<file path="src/ccmk_pkg.sv">
// Shared constants and types of the circular canonical minimum k-mer hash.
package ccmk_pkg;

    // k-mer length in bases and the derived widths
    localparam int KMER_LEN   = 16;
    localparam int KMER_W     = 2 * KMER_LEN;
    localparam int RUN_W      = $clog2(KMER_LEN + 1);
    localparam int MIN_W      = 32;

    // head store: first KMER_LEN-1 bases, replayed at the end of a sequence
    localparam int REPLAY_LEN = KMER_LEN - 1;
    localparam int HEAD_DEPTH = (REPLAY_LEN > 0) ? REPLAY_LEN : 1;
    localparam int HEAD_IDX_W = (HEAD_DEPTH > 1) ? $clog2(HEAD_DEPTH) : 1;
    localparam int HEAD_CNT_W = (REPLAY_LEN > 0) ? $clog2(REPLAY_LEN + 1) : 1;

    // minimum when no k-mer was seen
    localparam logic [MIN_W-1:0] MIN_NONE = {MIN_W{1'b1}};

    // classified base: bad marks a character that is not a nucleotide
    typedef struct packed {
        logic       bad;
        logic [1:0] base;
    } code_t;

    // one queued beat from the front to the back
    typedef struct packed {
        code_t code;
        logic  last;
    } item_t;

endpackage

</file>
<file path="src/ccmk_in_if.sv">
// Input channel: one character of the sequence per beat.
interface ccmk_in_if;
    logic       valid;
    logic       ready;
    logic [7:0] base_char;
    logic       last_base;

    modport source (output valid, output base_char, output last_base, input ready);
    modport sink   (input valid, input base_char, input last_base, output ready);
endinterface

</file>
<file path="src/ccmk_out_if.sv">
// Output channel: one minimum code per sequence.
interface ccmk_out_if;
    logic        valid;
    logic        ready;
    logic [31:0] min_code;

    modport source (output valid, output min_code, input ready);
    modport sink   (input valid, input min_code, output ready);
endinterface

</file>
<file path="src/ccmk_front.sv">
// Front part: accepts characters, classifies them and queues them for the back part.
module ccmk_front (
    input  logic            clk,
    input  logic            rst_n,
    ccmk_in_if.sink         in_chan,
    output logic            q_valid,
    input  logic            q_ready,
    output ccmk_pkg::item_t q_item
);

    localparam int QUEUE_DEPTH = 2;
    localparam int QCNT_W      = $clog2(QUEUE_DEPTH + 1);

    // character to two-bit base, or bad
    function automatic ccmk_pkg::code_t map_char(input logic [7:0] ch);
        ccmk_pkg::code_t c;
        c.bad  = 1'b0;
        c.base = 2'd0;
        case (ch)
            8'h41, 8'h61:               c.base = 2'd0;
            8'h43, 8'h63:               c.base = 2'd1;
            8'h47, 8'h67:               c.base = 2'd2;
            8'h54, 8'h74, 8'h55, 8'h75: c.base = 2'd3;
            default:                    c.bad  = 1'b1;
        endcase
        return c;
    endfunction

    ccmk_pkg::item_t   queue_mem [QUEUE_DEPTH];
    logic              wr_ptr_reg, wr_ptr_next;
    logic              rd_ptr_reg, rd_ptr_next;
    logic [QCNT_W-1:0] count_reg, count_next;
    logic              push, pop;
    ccmk_pkg::item_t   new_item;

    assign in_chan.ready = (count_reg != QCNT_W'(QUEUE_DEPTH));
    assign push          = in_chan.valid && in_chan.ready;
    assign q_valid       = (count_reg != '0);
    assign pop           = q_valid && q_ready;
    assign q_item        = queue_mem[rd_ptr_reg];

    always_comb
    begin
        new_item.code = map_char(in_chan.base_char);
        new_item.last = in_chan.last_base;
    end

    // queue pointers and fill count
    always_comb
    begin
        wr_ptr_next = push ? ~wr_ptr_reg : wr_ptr_reg;
        rd_ptr_next = pop ? ~rd_ptr_reg : rd_ptr_reg;
        count_next  = count_reg;
        if (push && !pop)
        begin
            count_next = count_reg + QCNT_W'(1);
        end
        else if (pop && !push)
        begin
            count_next = count_reg - QCNT_W'(1);
        end
    end

    always_ff @(posedge clk or negedge rst_n)
    begin
        if (!rst_n)
        begin
            wr_ptr_reg <= 1'b0;
            rd_ptr_reg <= 1'b0;
            count_reg  <= '0;
        end
        else
        begin
            wr_ptr_reg <= wr_ptr_next;
            rd_ptr_reg <= rd_ptr_next;
            count_reg  <= count_next;
        end
    end

    // queue storage, no reset needed
    always_ff @(posedge clk)
    begin
        if (push)
        begin
            queue_mem[wr_ptr_reg] <= new_item;
        end
    end

endmodule

</file>
<file path="src/ccmk_back.sv">
// Back part: rolling k-mer, canonical minimum, head replay and result register.
module ccmk_back (
    input  logic            clk,
    input  logic            rst_n,
    input  logic            q_valid,
    output logic            q_ready,
    input  ccmk_pkg::item_t q_item,
    ccmk_out_if.source      out_chan
);

    localparam logic [1:0] S_RUN    = 2'd0;
    localparam logic [1:0] S_REPLAY = 2'd1;
    localparam logic [1:0] S_DONE   = 2'd2;

    localparam int KW  = ccmk_pkg::KMER_W;
    localparam int CW  = ccmk_pkg::HEAD_CNT_W;
    localparam int IW  = ccmk_pkg::HEAD_IDX_W;
    localparam int MW  = ccmk_pkg::MIN_W;
    localparam int RW  = ccmk_pkg::RUN_W;

    // digits reversed, each replaced by 3-d
    function automatic logic [KW-1:0] rev_comp(input logic [KW-1:0] code);
        logic [KW-1:0] r;
        r = '0;
        for (int i = 0; i < ccmk_pkg::KMER_LEN; i++)
        begin
            r[2*(ccmk_pkg::KMER_LEN-1-i) +: 2] = ~code[2*i +: 2];
        end
        return r;
    endfunction

    logic [1:0]      state_reg, state_next;
    logic [KW-1:0]   kmer_reg, kmer_next;
    logic [RW-1:0]   run_reg, run_next;
    logic [MW-1:0]   min_reg, min_next;
    logic [CW-1:0]   head_count_reg, head_count_next;
    logic [CW-1:0]   ptr_reg, ptr_next;
    logic [CW-1:0]   step_reg, step_next;
    logic            out_valid_reg, out_valid_next;
    logic [MW-1:0]   out_data_reg, out_data_next;

    ccmk_pkg::code_t head_mem [ccmk_pkg::HEAD_DEPTH];
    logic            head_wr;

    ccmk_pkg::code_t feed_code;
    logic            feed_en;
    logic [KW-1:0]   kmer_shift;
    logic [RW-1:0]   run_inc;
    logic [MW-1:0]   fwd_code, rc_code, best_min;
    logic            c_lt, r_lt, c_lt_r;
    logic            out_free;
    logic [CW-1:0]   ptr_inc;

    assign q_ready           = (state_reg == S_RUN);
    assign out_chan.valid    = out_valid_reg;
    assign out_chan.min_code = out_data_reg;
    assign out_free          = !out_valid_reg || out_chan.ready;

    // base for this cycle: queued beat or replayed head entry
    always_comb
    begin
        if (state_reg == S_RUN)
        begin
            feed_code = q_item.code;
        end
        else
        begin
            feed_code = head_mem[ptr_reg[IW-1:0]];
        end
        feed_en = (state_reg == S_RUN && q_valid) || (state_reg == S_REPLAY);
    end

    // rolling k-mer and canonical candidate
    always_comb
    begin
        kmer_shift = KW'({feed_code.base, kmer_reg} >> 2);
        run_inc    = (run_reg < RW'(ccmk_pkg::KMER_LEN)) ? run_reg + RW'(1) : run_reg;
        fwd_code   = MW'(kmer_shift);
        rc_code    = MW'(rev_comp(kmer_shift));
        c_lt       = fwd_code < min_reg;
        r_lt       = rc_code < min_reg;
        c_lt_r     = fwd_code < rc_code;
        if (c_lt && (c_lt_r || !r_lt))
        begin
            best_min = fwd_code;
        end
        else if (r_lt)
        begin
            best_min = rc_code;
        end
        else
        begin
            best_min = min_reg;
        end
    end

    assign ptr_inc = ptr_reg + CW'(1);

    // sequencer: run, replay head, deliver result
    always_comb
    begin
        state_next      = state_reg;
        kmer_next       = kmer_reg;
        run_next        = run_reg;
        min_next        = min_reg;
        head_count_next = head_count_reg;
        ptr_next        = ptr_reg;
        step_next       = step_reg;
        out_valid_next  = out_valid_reg && !out_chan.ready;
        out_data_next   = out_data_reg;
        head_wr         = 1'b0;

        if (feed_en)
        begin
            if (feed_code.bad)
            begin
                kmer_next = '0;
                run_next  = '0;
            end
            else
            begin
                kmer_next = kmer_shift;
                run_next  = run_inc;
                if (run_inc == RW'(ccmk_pkg::KMER_LEN))
                begin
                    min_next = best_min;
                end
            end
        end

        case (state_reg)
            S_RUN:
            begin
                if (q_valid)
                begin
                    if (head_count_reg < CW'(ccmk_pkg::REPLAY_LEN))
                    begin
                        head_wr         = 1'b1;
                        head_count_next = head_count_reg + CW'(1);
                    end
                    if (q_item.last)
                    begin
                        ptr_next  = '0;
                        step_next = '0;
                        if (ccmk_pkg::REPLAY_LEN > 0)
                        begin
                            state_next = S_REPLAY;
                        end
                        else
                        begin
                            state_next = S_DONE;
                        end
                    end
                end
            end
            S_REPLAY:
            begin
                ptr_next  = (ptr_inc == head_count_reg) ? '0 : ptr_inc;
                step_next = step_reg + CW'(1);
                if (step_reg == CW'(ccmk_pkg::REPLAY_LEN - 1))
                begin
                    state_next = S_DONE;
                end
            end
            S_DONE:
            begin
                if (out_free)
                begin
                    out_valid_next  = 1'b1;
                    out_data_next   = min_reg;
                    kmer_next       = '0;
                    run_next        = '0;
                    min_next        = ccmk_pkg::MIN_NONE;
                    head_count_next = '0;
                    state_next      = S_RUN;
                end
            end
            default:
            begin
                state_next = S_RUN;
            end
        endcase
    end

    always_ff @(posedge clk or negedge rst_n)
    begin
        if (!rst_n)
        begin
            state_reg      <= S_RUN;
            kmer_reg       <= '0;
            run_reg        <= '0;
            min_reg        <= ccmk_pkg::MIN_NONE;
            head_count_reg <= '0;
            ptr_reg        <= '0;
            step_reg       <= '0;
            out_valid_reg  <= 1'b0;
        end
        else
        begin
            state_reg      <= state_next;
            kmer_reg       <= kmer_next;
            run_reg        <= run_next;
            min_reg        <= min_next;
            head_count_reg <= head_count_next;
            ptr_reg        <= ptr_next;
            step_reg       <= step_next;
            out_valid_reg  <= out_valid_next;
        end
    end

    // result payload and head store
    always_ff @(posedge clk)
    begin
        out_data_reg <= out_data_next;
        if (head_wr)
        begin
            head_mem[head_count_reg[IW-1:0]] <= q_item.code;
        end
    end

endmodule

</file>
<file path="src/circular_canonical_min_kmer_hash.sv">
// Top level of the circular canonical minimum k-mer hash.
//
// in_chan carries one ASCII character per beat; last_base marks the final
// character of a circular sequence. out_chan carries one beat per sequence:
// min_code, the smallest canonical k-mer code (forward or reverse
// complement), all ones when the sequence held no complete k-mer.
// Characters are taken at one beat per cycle while the queue has room. A
// two-entry queue separates the classifying front from the back, which
// handles one base per cycle in its run state. After the last character
// the back replays the stored first KMER_LEN-1 bases, one per cycle, then
// loads the result register once that register is free or being read.
// During that replay the queue fills and in_chan.ready drops.
// While out_chan stalls, the result waits in its register; the back keeps
// working on the next sequence until it has its own result ready.
// Reset (rst_n low, asynchronous) empties the queue, drops out_chan.valid
// and starts a fresh sequence.
module circular_canonical_min_kmer_hash (
    input  logic       clk,
    input  logic       rst_n,
    ccmk_in_if.sink    in_chan,
    ccmk_out_if.source out_chan
);

    logic            q_valid;
    logic            q_ready;
    ccmk_pkg::item_t q_item;

    ccmk_front u_front (
        .clk     (clk),
        .rst_n   (rst_n),
        .in_chan (in_chan),
        .q_valid (q_valid),
        .q_ready (q_ready),
        .q_item  (q_item)
    );

    ccmk_back u_back (
        .clk      (clk),
        .rst_n    (rst_n),
        .q_valid  (q_valid),
        .q_ready  (q_ready),
        .q_item   (q_item),
        .out_chan (out_chan)
    );

endmodule
</file>
<file path="src/flat_wrapper.sv">
// flat-port wrapper written by rule: the top's interface ports become plain ports
module circular_canonical_min_kmer_hash_flat 
  (clk, rst_n, in_chan_valid, in_chan_base_char, in_chan_last_base, in_chan_ready, out_chan_valid, out_chan_min_code, out_chan_ready);
  ccmk_in_if in_chan_i ();
  ccmk_out_if out_chan_i ();
  input  logic clk;
  input  logic rst_n;
  input wire logic [$bits(in_chan_i.valid)-1:0] in_chan_valid;
  input wire logic [$bits(in_chan_i.base_char)-1:0] in_chan_base_char;
  input wire logic [$bits(in_chan_i.last_base)-1:0] in_chan_last_base;
  output wire logic [$bits(in_chan_i.ready)-1:0] in_chan_ready;
  output wire logic [$bits(out_chan_i.valid)-1:0] out_chan_valid;
  output wire logic [$bits(out_chan_i.min_code)-1:0] out_chan_min_code;
  input wire logic [$bits(out_chan_i.ready)-1:0] out_chan_ready;
  assign in_chan_i.valid = in_chan_valid;
  assign in_chan_i.base_char = in_chan_base_char;
  assign in_chan_i.last_base = in_chan_last_base;
  assign in_chan_ready = in_chan_i.ready;
  assign out_chan_valid = out_chan_i.valid;
  assign out_chan_min_code = out_chan_i.min_code;
  assign out_chan_i.ready = out_chan_ready;
  circular_canonical_min_kmer_hash u_core (.clk(clk), .rst_n(rst_n), .in_chan(in_chan_i), .out_chan(out_chan_i));
endmodule
</file>
<file path="config.mk">
export PLATFORM = sky130hd
export DESIGN_NAME = circular_canonical_min_kmer_hash_flat
export DESIGN_NICKNAME = d
export VERILOG_FILES = /design/src/ccmk_pkg.sv /design/src/ccmk_in_if.sv /design/src/ccmk_out_if.sv /design/src/ccmk_front.sv /design/src/ccmk_back.sv /design/src/circular_canonical_min_kmer_hash.sv /design/src/flat_wrapper.sv
export SDC_FILE = /design/constraint.sdc
export NUM_CORES = 1
export LEC_CHECK = 0
export BUFFER_PORTS_ARGS = -buffer_cell sky130_fd_sc_hd__buf_2
export CORE_ASPECT_RATIO = 1.75
export CORE_MARGIN = 2
export CORE_UTILIZATION = 60
export CTS_BUF_LIST = sky130_fd_sc_hd__clkbuf_8
export CTS_CLUSTER_SIZE = 14
export DETAILED_ROUTE_END_ITERATION = 10
export PLACE_DENSITY_LB_ADDON = 0.1
export SLEW_MARGIN = 20
export SYNTH_ARGS = -nofsm -noshare
export SYNTH_HDL_FRONTEND = slang
export SYNTH_SLANG_ARGS = --single-unit
</file>
<file path="constraint.sdc">
create_clock -name clk -period 9.7 [get_ports clk]
set_input_delay 1.455 -clock clk [delete_from_list [all_inputs] [get_ports clk]]
set_output_delay 1.455 -clock clk [all_outputs]
set_load 0.02 [all_outputs]
</file>
* Word-level counts from Yosys, hierarchy flattened *
Memory sizes are Yosys's and may differ from the RTL's.
Cells that the tools add are included.

storage, ports and cells
  flip-flop bits (word level) = 120
  output and inout bits = 34
  word-level logic and storage cells = 135
  RAM bits = 53
  memories kept = 2
  input port bits = 13

operators by class
  equality and inequality tests = 21
  order comparisons = 5
  reduce and logical (&&, ||, !) cells = 27
  add/sub/neg operators = 6
  bitwise gates (word level) = 18
  muxes and demuxes = 44

memories
  name                      words  bits a word  rd ports  clocked after memory_dff  write ports  RTL line          text
  u_core.u_back.head_mem    15     3            1         0                         1            ccmk_back.sv:42   ccmk_pkg::code_t head_mem [ccmk_pkg::HEAD_DEPTH];
  u_core.u_front.queue_mem  2      4            1         0                         1            ccmk_front.sv:29  ccmk_pkg::item_t queue_mem [QUEUE_DEPTH];

operators with widths
  cell                                                                      number
  32-bit two-way mux                                                        11
  32-bit less-than comparator                                               3
  8-bit by 7-bit equality test with 1-bit output (second input constant)    10
  2-bit inverter                                                            16
  5-bit two-way mux                                                         5
  4-bit two-way mux                                                         6
  4-bit case mux with 2 select lines                                        3
  4-bit by 1-bit adder with 4-bit output (second input constant)            3
  2-bit two-way mux                                                         6
  2-bit case mux with 3 select lines                                        2
  1-bit two-way mux                                                         10
  10-bit OR reduction                                                       1
  2-bit inequality test (second input constant)                             4
  4-bit AND reduction                                                       2
  2-bit nonzero test                                                        4
  1-bit logical AND                                                         6
  5-bit by 1-bit adder with 5-bit output (second input constant)            1
  5-bit equality test (second input constant)                               1
  1-bit logical NOT                                                         5
  5-bit less-than comparator (second input constant)                        1
  4-bit equality test                                                       1
  4-bit equality test (second input constant)                               1
  4-bit less-than comparator (second input constant)                        1
  2-bit by 1-bit inequality test with 1-bit output (second input constant)  2
  other kinds (12)                                                          16

* Depth between registers and ports, before layout *
Gate-level depths: netlist (run 1).

  depth after elaboration = 13
  depth in mapped cells = 18
  gate-level depth less buffers = 14

* Hierarchy *
A second synthesis (run 1) with hierarchy kept.

unflattened totals
  cell total of the unflattened synthesis = 800
  area, all modules = 9238.9 um2

modules (own cells, without submodules)
  module      area each (um2)  cells an instance  instances  seq. area each (um2)
  ccmk_back   8679.6           759                1          4404.2
  ccmk_front  559.3            41                 1          340.3

* Least setup slack after synthesis (run 1) *
OpenSTA, ideal clock, no wires.

  kind = input port to flip-flop
  start = input port out_chan_ready
  end = register u_core.u_back.out_data_reg[0] (netlist: u_core.u_back.out_chan.min_code[0]), enable pin
  path buffers = 3
  setup slack = 5987 ps
  cell stages on the path = 5
  required time = 9291 ps
  arrival time = 3305 ps
  setup time = 409 ps
  cells stage by stage = nand2b_1 nor2b_1 clkbuf_1 buf_2 clkbuf_1

between the ends
  longest elaborated chain between the ends = 2

RTL lines
  what                           RTL line            text
  start: declaration             flat_wrapper.sv:14  input wire logic [$bits(out_chan_i.ready)-1:0] out_chan_ready;
  1-bit logical OR               ccmk_back.sv:57     assign out_free = !out_valid_reg || out_chan.ready;
  2-bit AND reduction (no line)  -
  end signal: assignment         ccmk_back.sv:214    out_data_reg <= out_data_next;
  end: declaration               ccmk_back.sv:40     logic [MW-1:0] out_data_reg, out_data_next;

No other way between the ends.
A chain may end at the register's enable or synchronous reset.

* Worst setup path in the final report (run 1) *
  start = register u_core.u_back.ptr_reg[0]
  end = register u_core.u_back.min_reg[28]

between the ends
  longest elaborated chain between the ends = 13
  elaborated cells on any way between the ends = 16
  those cells by class = 3 x order compare; 8 x mux; 1 x bitwise; 3 x reduce/logical; 1 x memory

RTL lines
  what                            RTL line          text
  start: declaration              ccmk_back.sv:37   logic [CW-1:0] ptr_reg, ptr_next;
  start signal: assignment        ccmk_back.sv:205  ptr_reg <= ptr_next;
  memory read 15 x 3 bit *        -
  3-bit two-way mux *             ccmk_back.sv:62   if (state_reg == S_RUN)
  2-bit inverter                  ccmk_back.sv:27   r[2*(ccmk_pkg::KMER_LEN-1-i) +: 2] = ~code[2*i +: 2];
  32-bit less-than comparator     ccmk_back.sv:81   r_lt = rc_code < min_reg;
  1-bit logical NOT               ccmk_back.sv:83   if (c_lt && (c_lt_r || !r_lt))
  1-bit logical OR                ccmk_back.sv:83
  1-bit logical AND               ccmk_back.sv:83
  32-bit two-way mux              ccmk_back.sv:83
  32-bit two-way mux              ccmk_back.sv:124  if (run_inc == RW'(ccmk_pkg::KMER_LEN))
  32-bit two-way mux *            ccmk_back.sv:115  if (feed_code.bad)
  32-bit two-way mux *            ccmk_back.sv:113  if (feed_en)
  32-bit two-way mux              ccmk_back.sv:167  if (out_free)
  32-bit two-way mux *            ccmk_back.sv:131  case (state_reg)
  net u_core.u_back.min_next[28]  ccmk_back.sv:35   logic [MW-1:0] min_reg, min_next;
  end signal: assignment          ccmk_back.sv:192  min_reg <= ccmk_pkg::MIN_NONE;
  end signal: assignment          ccmk_back.sv:203  min_reg <= min_next;
  end: declaration                ccmk_back.sv:35

Mark *: on every way through the listed nets, which the timed path passes. The rest lies on a longest branch.

==> results.md, run 1 <==
* Final non-filler cell area at approximately 0.010 mm2
* Avg Vias per Cell at between 6 and 7
* Ports at between 40 and 50
* Post-CTS sizing at 0
* Initial antenna violation count at 0
* Full die area at about 0.016 mm2
* Diodes inserted at 0
* Post-synth net total at roughly 930
* Min Hold Slack at approximately 500 ps
* Arrival @ worst endpoint at approximately 5600 ps
* Finished Core Util at roughly 66%
* Synth Flop Type: edfxtp_1
* Gr usage total at between 20% and 30%
* Residual DRC count at 0
* Cell taking the most area after synthesis: edfxtp_1
* Final setup viols at 0
* Pwr Density at between 200 and 250 mW/mm2
* Initial Utilization at between 60% and 70%
* Mean post-synth cell area at ~11 um2
* CTS Buffer Depth at 2
* Top cells by area, synth: edfxtp_1 (28%), dfrtp_1 (15%), ha_1 (12%)
* Total grt overflow at 0
* Syn. warnings at 0
* Ys async rst share at between 50 and 60%
* Vias in the first global route at about 7000
* Final Cycle Share at 53.8%
* Num CTS Buffers at 17
* DP Area at 0.00962 mm2
* 1st-iter DRT viols at 391
* Final net count at around 970
* Worst-Margin Slew at about 1000 ps
* Syn Inst Count at just over 800
* Via count at approximately 6700
* Clock latency on the worst-skew pair at around 460 ps
* Commonest cells in the netlist: nor2_1 (91), ha_1 (88), edfxtp_1 (85), inv_1 (76), dfrtp_1 (54)
* DRT antenna net count at 0
* Clock Tree Root: clkbuf_8
* IO Port Bufs at 45
* Slew headroom at slightly above 30%
* Status: complete, no violations
* HP Class: flop to flop
* Post-synthesis sequential area ratio at roughly half
* TritonCTS clock tree: done
* Detailed Routing Iterations Pass 1 at 5
* RePlAce Congestion at around 0.96
* Post-synth EDFFs at 85
* Setup crit end kind: flop
* Largest net degree at the start of global routing at just under 90
* Area grow syn2layout at 8.23%
* Post-CTS Setup Bufs at 0
* Ratio of cells with drive above 1 in the final layout at 18.2%
* Crit path kind: flop to flop
* Slew Limit Fails at 0
* Global-route wire length before repair at about 36000 um
* Clk_skew at between 20 and 25 ps
* Unrepaired setup endpoints after global routing: no
* Die Span Y at approximately 170 um
* Max-cap violations at 0
* Count leader, synth: nor2_1
* Wire per inst at between 20 and 25 um
* Final hold vios at 0
* Clk sinks at 171
* H-tree lvl count at 4
* CTS clk-pin slew, worst paths at 110 ps
* Yosys reg bits at about 170
* Maximum vdd drop at 0.179 mV
* Max reg flops at between 40 and 50
* Mapped Area at 0.00925 mm2
* Detailed Place HPWL at between 15000 and 20000 um
* Yosys top cell area share at roughly 28%
* Final Worst Setup Slack at around 4500 ps
* Num rows at 60
* Hold Buf Count CTS at 0
* Fill count at between 1000 and 1500
* Unique masters post-synth at 63
* Final min period at 5220 ps
* Max Fclk at 0.191 GHz
* Setup_tns at 0 ps
* Die width at between 90 and 100 um
* Pre-CTS setup slack at 4610 ps
* WL final at ~22000 um
* Startpoint types: flop
* Worst-path fanout max at 17
* Crit path required time at just over 10000 ps
* Core area at ~0.015 mm2
* Leak pwr at 4.39 nW
==> kinds of logic (layout without fill, tap and decap cells) <==
| kind of cell | count (synthesis) | in the layout | synth area share (%) |
|---|---|---|---|
| buffers and inverters | 110 | 160 | 4.90 |
| muxes | 20 | 20 | 3.49 |
| xor gates and xnor gates | 16 | 16 | 1.52 |
| adders and majority gates | 88 | 88 | 11.9 |
| and+or+nand+nor | 244 | 244 | 13.1 |
| AOI/OAI and AO/OA | 178 | 178 | 13.8 |
| DFF | 171 | 171 | 51.3 |
==> worst paths after layout <==
| path | from | end | slack (ps) | cells past startpoint |
|---|---|---|---|---|
| worst max-delay path | u_core.u_back.ptr_reg[0] | u_core.u_back.min_reg[28] | 4480 | 14 |
| worst min-delay path | u_core.u_front.count_reg[1] | u_core.u_front.count_reg[1] | 500 | 1 |
| worst max register to register | u_core.u_back.ptr_reg[0] | u_core.u_back.min_reg[28] | 4480 | 14 |
| worst min register to register | u_core.u_front.count_reg[1] | u_core.u_front.count_reg[1] | 500 | 1 |
| max in group asynchronous | rst_n | u_core.u_back.min_reg[6] | 7730 | 2 |
| min in group asynchronous | rst_n | u_core.u_back.kmer_reg[8] | 960 | 1 |
==> cell usage in the layout, fill, tap and decap left out, types with 9 or more instances in the layout <==
cell,count
nor2_1,91
ha_1,88
edfxtp_1,85
inv_1,76
dfrtp_1,54
buf_2,44
o21ai_0,35
a22oi_1,33
dfstp_2,32
nand2_1,31
nor3_1,30
a211oi_1,29
a21oi_1,20
and2_1,19
clkbuf_8,17
nand3_1,16
nand4_1,14
nor3_2,10
a211oi_2,10
mux4_2,9
==> per-stage QoR <==
step	std cells	power, mW
4_1_cts	1063	2.14
6_report	1063	2.13
3_3_place_gp	1031	1.60
5_1_grt	1063	2.26
3_5_place_dp	1031	1.64
2_1_floorplan	827	1.44
==> where the power goes <==
part	switching (mW)	internal (mW)	leakage [nW]	total [mW]
clock network	0.306	0.193	0.186	0.499
logic	0.385	0.251	2.44	0.636
registers	0.134	0.862	1.76	0.996
total	0.824	1.31	4.39	2.13
==> routing by layer <==
layer  vias to the layer above  GRT usage [%]  share of wire, %  wire, um
met5                         -              0                 0         0
met4                         0           19.0               6.8      1500
met3                        94           5.02               3.4       756
met2                       207           52.5                56     12300
met1                      3295           26.1                34      7510
li1                       3098              -                 -         -
==> worst max-delay path, cell delays in order, from the launching register on <==
cell	delay, ps
dfrtp_1	920
mux4_2	350
nor2b_1	130
a2111oi_0	100
a211oi_1	780
inv_1	110
ha_1	320
nand3_1	80
nor4_1	650
o311ai_1	270
o221ai_1	390
o211ai_1	450
buf_4	370
nor2_1	130
a211oi_2	60
==> layout make-up <==
class / instances / area (um2) / share of cell area, %
Sequential cell: 171 / 4740 / 47.4
Clock inverter: 15 / 159 / 1.59
Tap cell: 186 / 233 / 2.32
Clock buffer: 17 / 234 / 2.34
Multi-Input combinational cell: 546 / 4070 / 40.7
Inverter: 76 / 285 / 2.85
Timing Repair Buffer: 52 / 280 / 2.80
Power figures use the tool's default switching activity.
==> inputs of run 2 (changes only) <==
--- a/config.mk
+++ b/config.mk
@@ -8,7 +8,7 @@
 export BUFFER_PORTS_ARGS = -buffer_cell sky130_fd_sc_hd__buf_2
 export CORE_ASPECT_RATIO = 1.75
 export CORE_MARGIN = 2
-export CORE_UTILIZATION = 60
+export CORE_UTILIZATION = 58
 export CTS_BUF_LIST = sky130_fd_sc_hd__clkbuf_8
 export CTS_CLUSTER_SIZE = 14
 export DETAILED_ROUTE_END_ITERATION = 10
==> constraint.sdc (replaced) <==
create_clock -name clk -period 4.54 [get_ports clk]
set_input_delay 0.681 -clock clk [delete_from_list [all_inputs] [get_ports clk]]
set_output_delay 0.681 -clock clk [all_outputs]
set_load 0.02 [all_outputs]
==> run 2 against run 1 <==
  * Setup slack worse by 4200 ps
  * Non-clock buffer count is 17 higher
  * Global-route usage is 0.051 points higher
  * Sequential cell count stayed put
  * Clock power is 120% higher
  * Hold slack worse by 240 ps
  * Critical path type unchanged
  * Largest cell class unchanged
  * Highest routed layer unchanged
==> results.md, run 2 (synthesis gave the netlist of run 1 again) <==
* Final min period at 4220 ps (-1010 ps)
* Ports at 47 (unchanged)
* Crit path required time at 4900 ps (-5170 ps)
* Ratio of cells with drive above 1 in the final layout at 20.0% (+1.8 points)
* Clock Tree Root: clkbuf_8
* Num rows at 61 (+1.7%)
* Die Span Y at 171 um (+1.7%)
* Initial antenna violation count at 0 (unchanged)
* Commonest cells after routing, fill and taps aside: nor2_1 (91), ha_1 (88), edfxtp_1 (85), inv_1 (76), dfrtp_1 (53)
* Total grt overflow at 0 (unchanged)
* Worst path cell trace: buf_4 > mux4_2 > a2111oi_0 > a211oi_1 > inv_1 > ha_1 > nand3_1 > nor4_1 > o311ai_1 > o221a_1 > nand2_1 > a21oi_2 > buf_4 > a211oi_1
* Final hold vios at 0 (unchanged)
* HP Class: primary input to async pin
* Global-route wire length before repair at 35900 um (+0.62%)
* Clock latency on the worst-skew pair at 470 ps (about the same)
* Setup crit end kind: flop
* Slew Limit Fails at 0 (unchanged)
* WL final at 22200 um (+0.84%)
* Final Cycle Share at 92.9% (+39 points)
* H-tree lvl count at 4 (unchanged)
* Reg2Reg Depth at 14 (unchanged)
* Worst-Margin Slew at 761 ps (-279 ps)
* Commonest non-fill, non-tap cell in the layout: nor2_1
* Detailed Routing Iterations Pass 1 at 5 (unchanged)
* Die width at 99.5 um (+1.6%)
* Pwr Density at 458 mW/mm2 (+120%)
* Max reg flops at 45 (unchanged)
* Crit path kind: flop to flop
* Slew headroom at 49.2% (+19 points)
* Post-CTS Setup Bufs at 0 (unchanged)
* Residual DRC count at 0 (unchanged)
* Detailed Place HPWL at 16600 um (+4.2%)
* Clk_skew at 15.4 ps (-4.65 ps)
* IO Port Bufs at 45 (unchanged)
* Non-Filler Instances at 1083 (+1.9%)
* Worst-path fanout max at 11 (-6)
* Gr usage total at 27.7% (+0.051 points)
* 1st-iter DRT viols at 381 (-2.6%)
* DRT antenna net count at 0 (unchanged)
* Critical path's slowest cell: dfrtp_1
* Avg Vias per Cell at 6.19 (-1.8%)
* Unrepaired setup endpoints after global routing: no
* Fill count at 1230 (+4.8%)
* Vias in the first global route at 7103 (-1.5%)
* Final setup viols at 0 (unchanged)
* Final Power at 4.65 mW (+120%)
* Diodes inserted at 0 (unchanged)
* CTS Buffer Depth at 2 (unchanged)
* Via count at 6700 (+0.090%)
* Arrival @ worst endpoint at 4580 ps (-1010 ps)
* Placed Instances at 1051 (+1.9%)
* RePlAce Congestion at 1.02 (+6.6%)
* Largest net degree at the start of global routing at 54 (-38%)
* Startpoint types: flop
* Leak pwr at 4.49 nW (+2.3%)
* Final net count at 982 (+1.8%)
* Setup_tns at 0 ps (unchanged)
* Full die area at 0.0170 mm2 (+3.3%)
* Wire per inst at 20.5 um (-1.0%)
* Area grow syn2layout at 9.75%
* Maximum vdd drop at 0.334 mV (+86%)
* Core area at 0.0157 mm2 (+3.2%)
* Status: complete, no violations
* CP max stage delay at 540 ps (-380 ps)
* Max Fclk at 0.237 GHz (+24%)
* Initial Utilization at 58.8% (-1.9 points)
* TritonCTS clock tree: done
* Max-cap violations at 0 (unchanged)
* CTS clk-pin slew, worst paths at 90 ps (-20 ps)
* Num CTS Buffers at 17 (unchanged)
* Finished Core Util at 64.6% (-1.1 points)
* Clk sinks at 171 (unchanged)
==> run 2: cell count changes in the layout (fill, tap and decap cells not counted), moves of 2 or more <==
cell	delta
buf_4	+17
bufinv_16	+2
clkinv_2	+2
clkinv_4	+3
clkinv_8	-3
clkinvlp_4	-3
inv_6	+4
inv_8	-5
==> run 2: path summary, 6_finish.rpt <==
kind / from / end / slack [ps]
hold reg to reg: u_core.u_front.count_reg[1] / u_core.u_front.count_reg[1] / 500
setup / recovery: u_core.u_back.ptr_reg[0] / u_core.u_back.min_reg[3] / 320
min in group clk: in_chan_last_base / u_core.u_front.queue_mem[0][0] / 400
max in group asynchronous: rst_n / u_core.u_back.min_reg[1] / 3340
hold / removal: rst_n / u_core.u_back.kmer_reg[9] / 260
setup reg to reg: u_core.u_back.ptr_reg[0] / u_core.u_back.min_reg[3] / 320
==> run 2: cell type report <==
class,count,area (um2),area share (%)
inverters,76,285,2.81
well taps,189,236,2.33
repair buffers,69,408,4.02
flip-flops and latches,171,4750,46.8
clock inverters,15,163,1.60
clock buffers,17,234,2.30
multi-input cells,546,4080,40.2
==> run 2: metal layers <==
metal	share of wire (%)	up-vias	track usage, %
met1	34	3298	27.6
li1	-	3135	-
met4	6.6	0	18.5
met3	3.1	83	4.41
met2	56	184	51.8
met5	0	-	0
==> run 2: critical path, delay by kind of cell, from the launching register on <==
kind / cells / cell delay [ps]
compound gates: 6 / 1720
fa+ha+maj: 1 / 120
simple gates: 3 / 750
flops: 1 / 540
buf+inv: 3 / 510
mux: 1 / 480
==> run 2: where the power goes <==
part | internal [mW] | switching (mW) | total [mW]
Combinational | 0.582 | 0.902 | 1.48
Clock | 0.499 | 0.586 | 1.08
Sequential | 1.84 | 0.237 | 2.08
==> run 2: through the flow <==
| step | hold WS, ps | area, um2 | setup WS (ps) |
|---|---|---|---|
| 2_1_floorplan | 385 | 9250 | 957 |
| 3_3_place_gp | 473 | 9740 | 329 |
| 3_5_place_dp | 484 | 9740 | 237 |
| 4_1_cts | 272 | 10100 | 236 |
| 5_1_grt | 298 | 10200 | 16.1 |
| 6_report | 259 | 10200 | 323 |
==> run 2: timing repair <==
action | in CTS | in global routing
hold buffers | 0 | 0
gates resized for setup | 0 | 3
endpoints found under the setup margin | 0 | 31
==> inputs of run 3 (changes only) <==
--- a/config.mk
+++ b/config.mk
@@ -5,13 +5,13 @@
 export SDC_FILE = /design/constraint.sdc
 export NUM_CORES = 1
 export LEC_CHECK = 0
-export BUFFER_PORTS_ARGS = -buffer_cell sky130_fd_sc_hd__buf_2
 export CORE_ASPECT_RATIO = 1.75
 export CORE_MARGIN = 2
-export CORE_UTILIZATION = 58
+export CORE_UTILIZATION = 60
 export CTS_BUF_LIST = sky130_fd_sc_hd__clkbuf_8
 export CTS_CLUSTER_SIZE = 14
 export DETAILED_ROUTE_END_ITERATION = 10
+export DONT_BUFFER_PORTS = 1
 export PLACE_DENSITY_LB_ADDON = 0.1
 export SLEW_MARGIN = 20
 export SYNTH_ARGS = -nofsm -noshare
==> run 3 against run 2 <==
  * Hold slack lost 220 ps
  * Non-clock buffer count is 45 lower
  * Total power up 0.62%
  * Clock power up 6%
  * Count of clock-buffer cells in the layout did not move
  * Sequential cell count did not move
  * Die area shrank 3.2%
  * Core utilization up 0.95 points
  * Cell count shrank 4.4%
  * Critical path depth increased by 2
  * First-iteration DRC count is 2.9% higher
  * Combinational power hardly changed
==> results.md, run 3 (synthesis gave the netlist of run 1 again) <==
* Status: complete, no violations
* Critical path's slowest cell: a2111oi_0
* Slew Limit Fails at 0 (unchanged)
* Sw frac at 37.8% (+0.75 points)
* RePlAce Congestion at 0.951 (-7.0%)
* Setup_tns at 0 ps (unchanged)
* Clk_skew at 23.4 ps (+7.97 ps)
* Crit path top cell by count: buf_4
* CTS Buffer Depth at 2 (unchanged)
* Final net count at 937 (-4.6%)
* Clock latency on the worst-skew pair at 470 ps (about the same)
* Worst-Margin Slew at 854 ps (+92.7 ps)
* Ports at 47 (unchanged)
* Internal power at 2.91 mW (-0.58%)
* Commonest cells after routing, fill and taps aside: nor2_1 (91), ha_1 (88), edfxtp_1 (85), inv_1 (76), dfrtp_1 (53)
* Avg Vias per Cell at 6.30 (+1.9%)
* Final setup viols at 0 (unchanged)
* Arrival @ worst endpoint at 4590 ps (about the same)
* Via count at 6525 (-2.6%)
* Sequential power share at 44.4% (-0.4 points)
* Worst-path fanout max at 11 (unchanged)
* Placed Instances at 1002 (-4.7%)
* Full die area at 0.0165 mm2 (-3.2%)
* Detailed Routing Iterations Pass 1 at 7 (+2)
* Residual DRC count at 0 (unchanged)
* Slew headroom at 43.0% (-6.2 points)
* Die Span Y at 168 um (-1.6%)
* Crit path kind: flop to flop
* Commonest non-fill, non-tap cell in the layout: nor2_1
* Final min period at 4230 ps (+15.0 ps)
* Crit path required time at 4900 ps (about the same)
* Pwr Density at 469 mW/mm2 (+2.3%)
* Die width at 97.9 um (-1.6%)
* Ratio of cells with drive above 1 in the final layout at 15.8% (-4.2 points)
* Finished Core Util at 65.5% (+0.95 points)
* Maximum vdd drop at 0.410 mV (+23%)
* WL final at 22200 um (-0.29%)
* Num CTS Buffers at 17 (unchanged)
* Startpoint types: flop
* Worst path cell trace: buf_12 > mux4_2 > a2111oi_0 > a211oi_1 > buf_4 > ha_1 > nand3_1 > nor2_1 > nand2_1 > a311oi_1 > nor3_1 > buf_4 > o211ai_1 > buf_4 > nor2_1 > a211oi_1
* Reg2reg setup slack at 310 ps (-20 ps)
* IO Port Bufs at 0 (-100%)
* Area grow syn2layout at 7.95%
* Non-Filler Instances at 1035 (-4.4%)
* Global-route wire length before repair at 35700 um (-0.56%)
* Switch Pwr at 1.77 mW (+2.7%)
* Setup crit end kind: flop
* Clk sinks at 171 (unchanged)
* Core area at 0.0152 mm2 (-3.1%)
* 1st-iter DRT viols at 392 (+2.9%)
* CTS clk-pin slew, worst paths at 120 ps (+30 ps)
* Max Fclk at 0.236 GHz (-0.35%)
* Gr usage total at 27.9% (+0.20 points)
* Clock Tree Root: clkbuf_8
* Wire per inst at 21.4 um (+4.3%)
* Reg-to-reg startpoint: u_core.u_back.ptr_reg[0]
* Diodes inserted at 0 (unchanged)
* Largest net degree at the start of global routing at 55 (+1.9%)
* Initial antenna violation count at 0 (unchanged)
* Clk pwr share at 24.3% (+1.0 points)
* Reg2Reg Depth at 16 (+2)
* Post-CTS Setup Bufs at 0 (unchanged)
* DRT antenna net count at 0 (unchanged)
* Delay-heaviest family, CP: compound AO/OA/AOI/OAI gates
* Max-cap violations at 0 (unchanged)
* Final Cycle Share at 93.2% (+0.33 points)
* Initial Utilization at 60.7% (+1.9 points)
* Detailed Place HPWL at 16000 um (-3.5%)
* Vias in the first global route at 6888 (-3.0%)
* Max reg flops at 45 (unchanged)
* CP max stage delay at 520 ps (-20 ps)
* HP Class: primary input to async pin
* Power share of the combinational group at 31.3% (-0.6 points)
* TritonCTS clock tree: done
* Final hold vios at 0 (unchanged)
* Leak pwr at 4.36 nW (-3.0%)
* H-tree lvl count at 4 (unchanged)
* Critical path buffers and inverters at 4 (+1)
* R2R Path End: u_core.u_back.min_reg[13]
* Num rows at 60 (-1.6%)
* Unrepaired setup endpoints after global routing: no
* Total grt overflow at 0 (unchanged)
## run 3: changes by cell type in the layout (fill, tap and decap cells not counted)
| cell | delta |
|---|---|
| buf_16 | +1 |
| clkinv_4 | -3 |
| clkinv_1 | -1 |
| buf_12 | +2 |
| inv_6 | -1 |
| a311oi_2 | -1 |
| buf_4 | -4 |
| clkinv_2 | -2 |
| bufinv_16 | -1 |
| buf_2 | -44 |
| a311oi_1 | +1 |
| clkinv_8 | +3 |
| inv_8 | +5 |
## run 3: power by group through the flow
stage,registers (mW),logic (mW),clock network [mW]
final,2.08,1.46,1.14
after detailed placement,2.10,1.44,0
after global placement,2.09,1.39,0
after global routing,2.10,1.63,1.22
after floorplan,2.00,1.08,0
after CTS,2.07,1.46,1.16
## run 3: repair_timing
item,CTS,global route
hold buffers,1,0
hold endpoints to repair,54,0
gates resized for setup,0,2
endpoints found under the setup margin,0,27
## run 3: metrics by stage
stage | power (mW) | hold WS (ps) | setup WS, ps | cell area (um2)
after floorplan | 3.08 | 385 | 957 | 9250
after global placement | 3.48 | 389 | 418 | 9530
after detailed placement | 3.54 | 390 | 266 | 9530
after CTS | 4.70 | 9.44 | 177 | 9980
after global routing | 4.95 | 9.79 | 73.3 | 9980
final | 4.68 | 40.0 | 308 | 9980
## run 3: worst max-delay path by stage
stage,from,to,slack (ps),cells after the start
floorplan,u_core.u_back.ptr_reg[0],u_core.u_back.min_reg[0],960,15
CTS,u_core.u_back.ptr_reg[0],u_core.u_back.min_reg[13],180,15
finish,u_core.u_back.ptr_reg[0],u_core.u_back.min_reg[13],310,16
detailed placement,u_core.u_back.ptr_reg[0],u_core.u_back.min_reg[13],270,14
global route,u_core.u_back.ptr_reg[0],u_core.u_back.min_reg[17],70,16
global placement,u_core.u_back.ptr_reg[0],u_core.u_back.min_reg[5],420,14
## run 3: area by class of cell
class / count / area, um2
clock buffers: 17 / 234
clock inverters: 15 / 189
multi-input cells: 546 / 4070
repair buffers: 24 / 225
inverters: 76 / 285
fillers: 1209 / 5260
flip-flops and latches: 171 / 4750
well taps: 186 / 233
## run 3: routing by layer
| layer | routed length (um) | track usage (%) |
|---|---|---|
| met4 | 1520 | 17.1 |
| met1 | 7550 | 28.1 |
| met3 | 750 | 3.90 |
| met2 | 12300 | 53.0 |
| met5 | 0 | 0 |
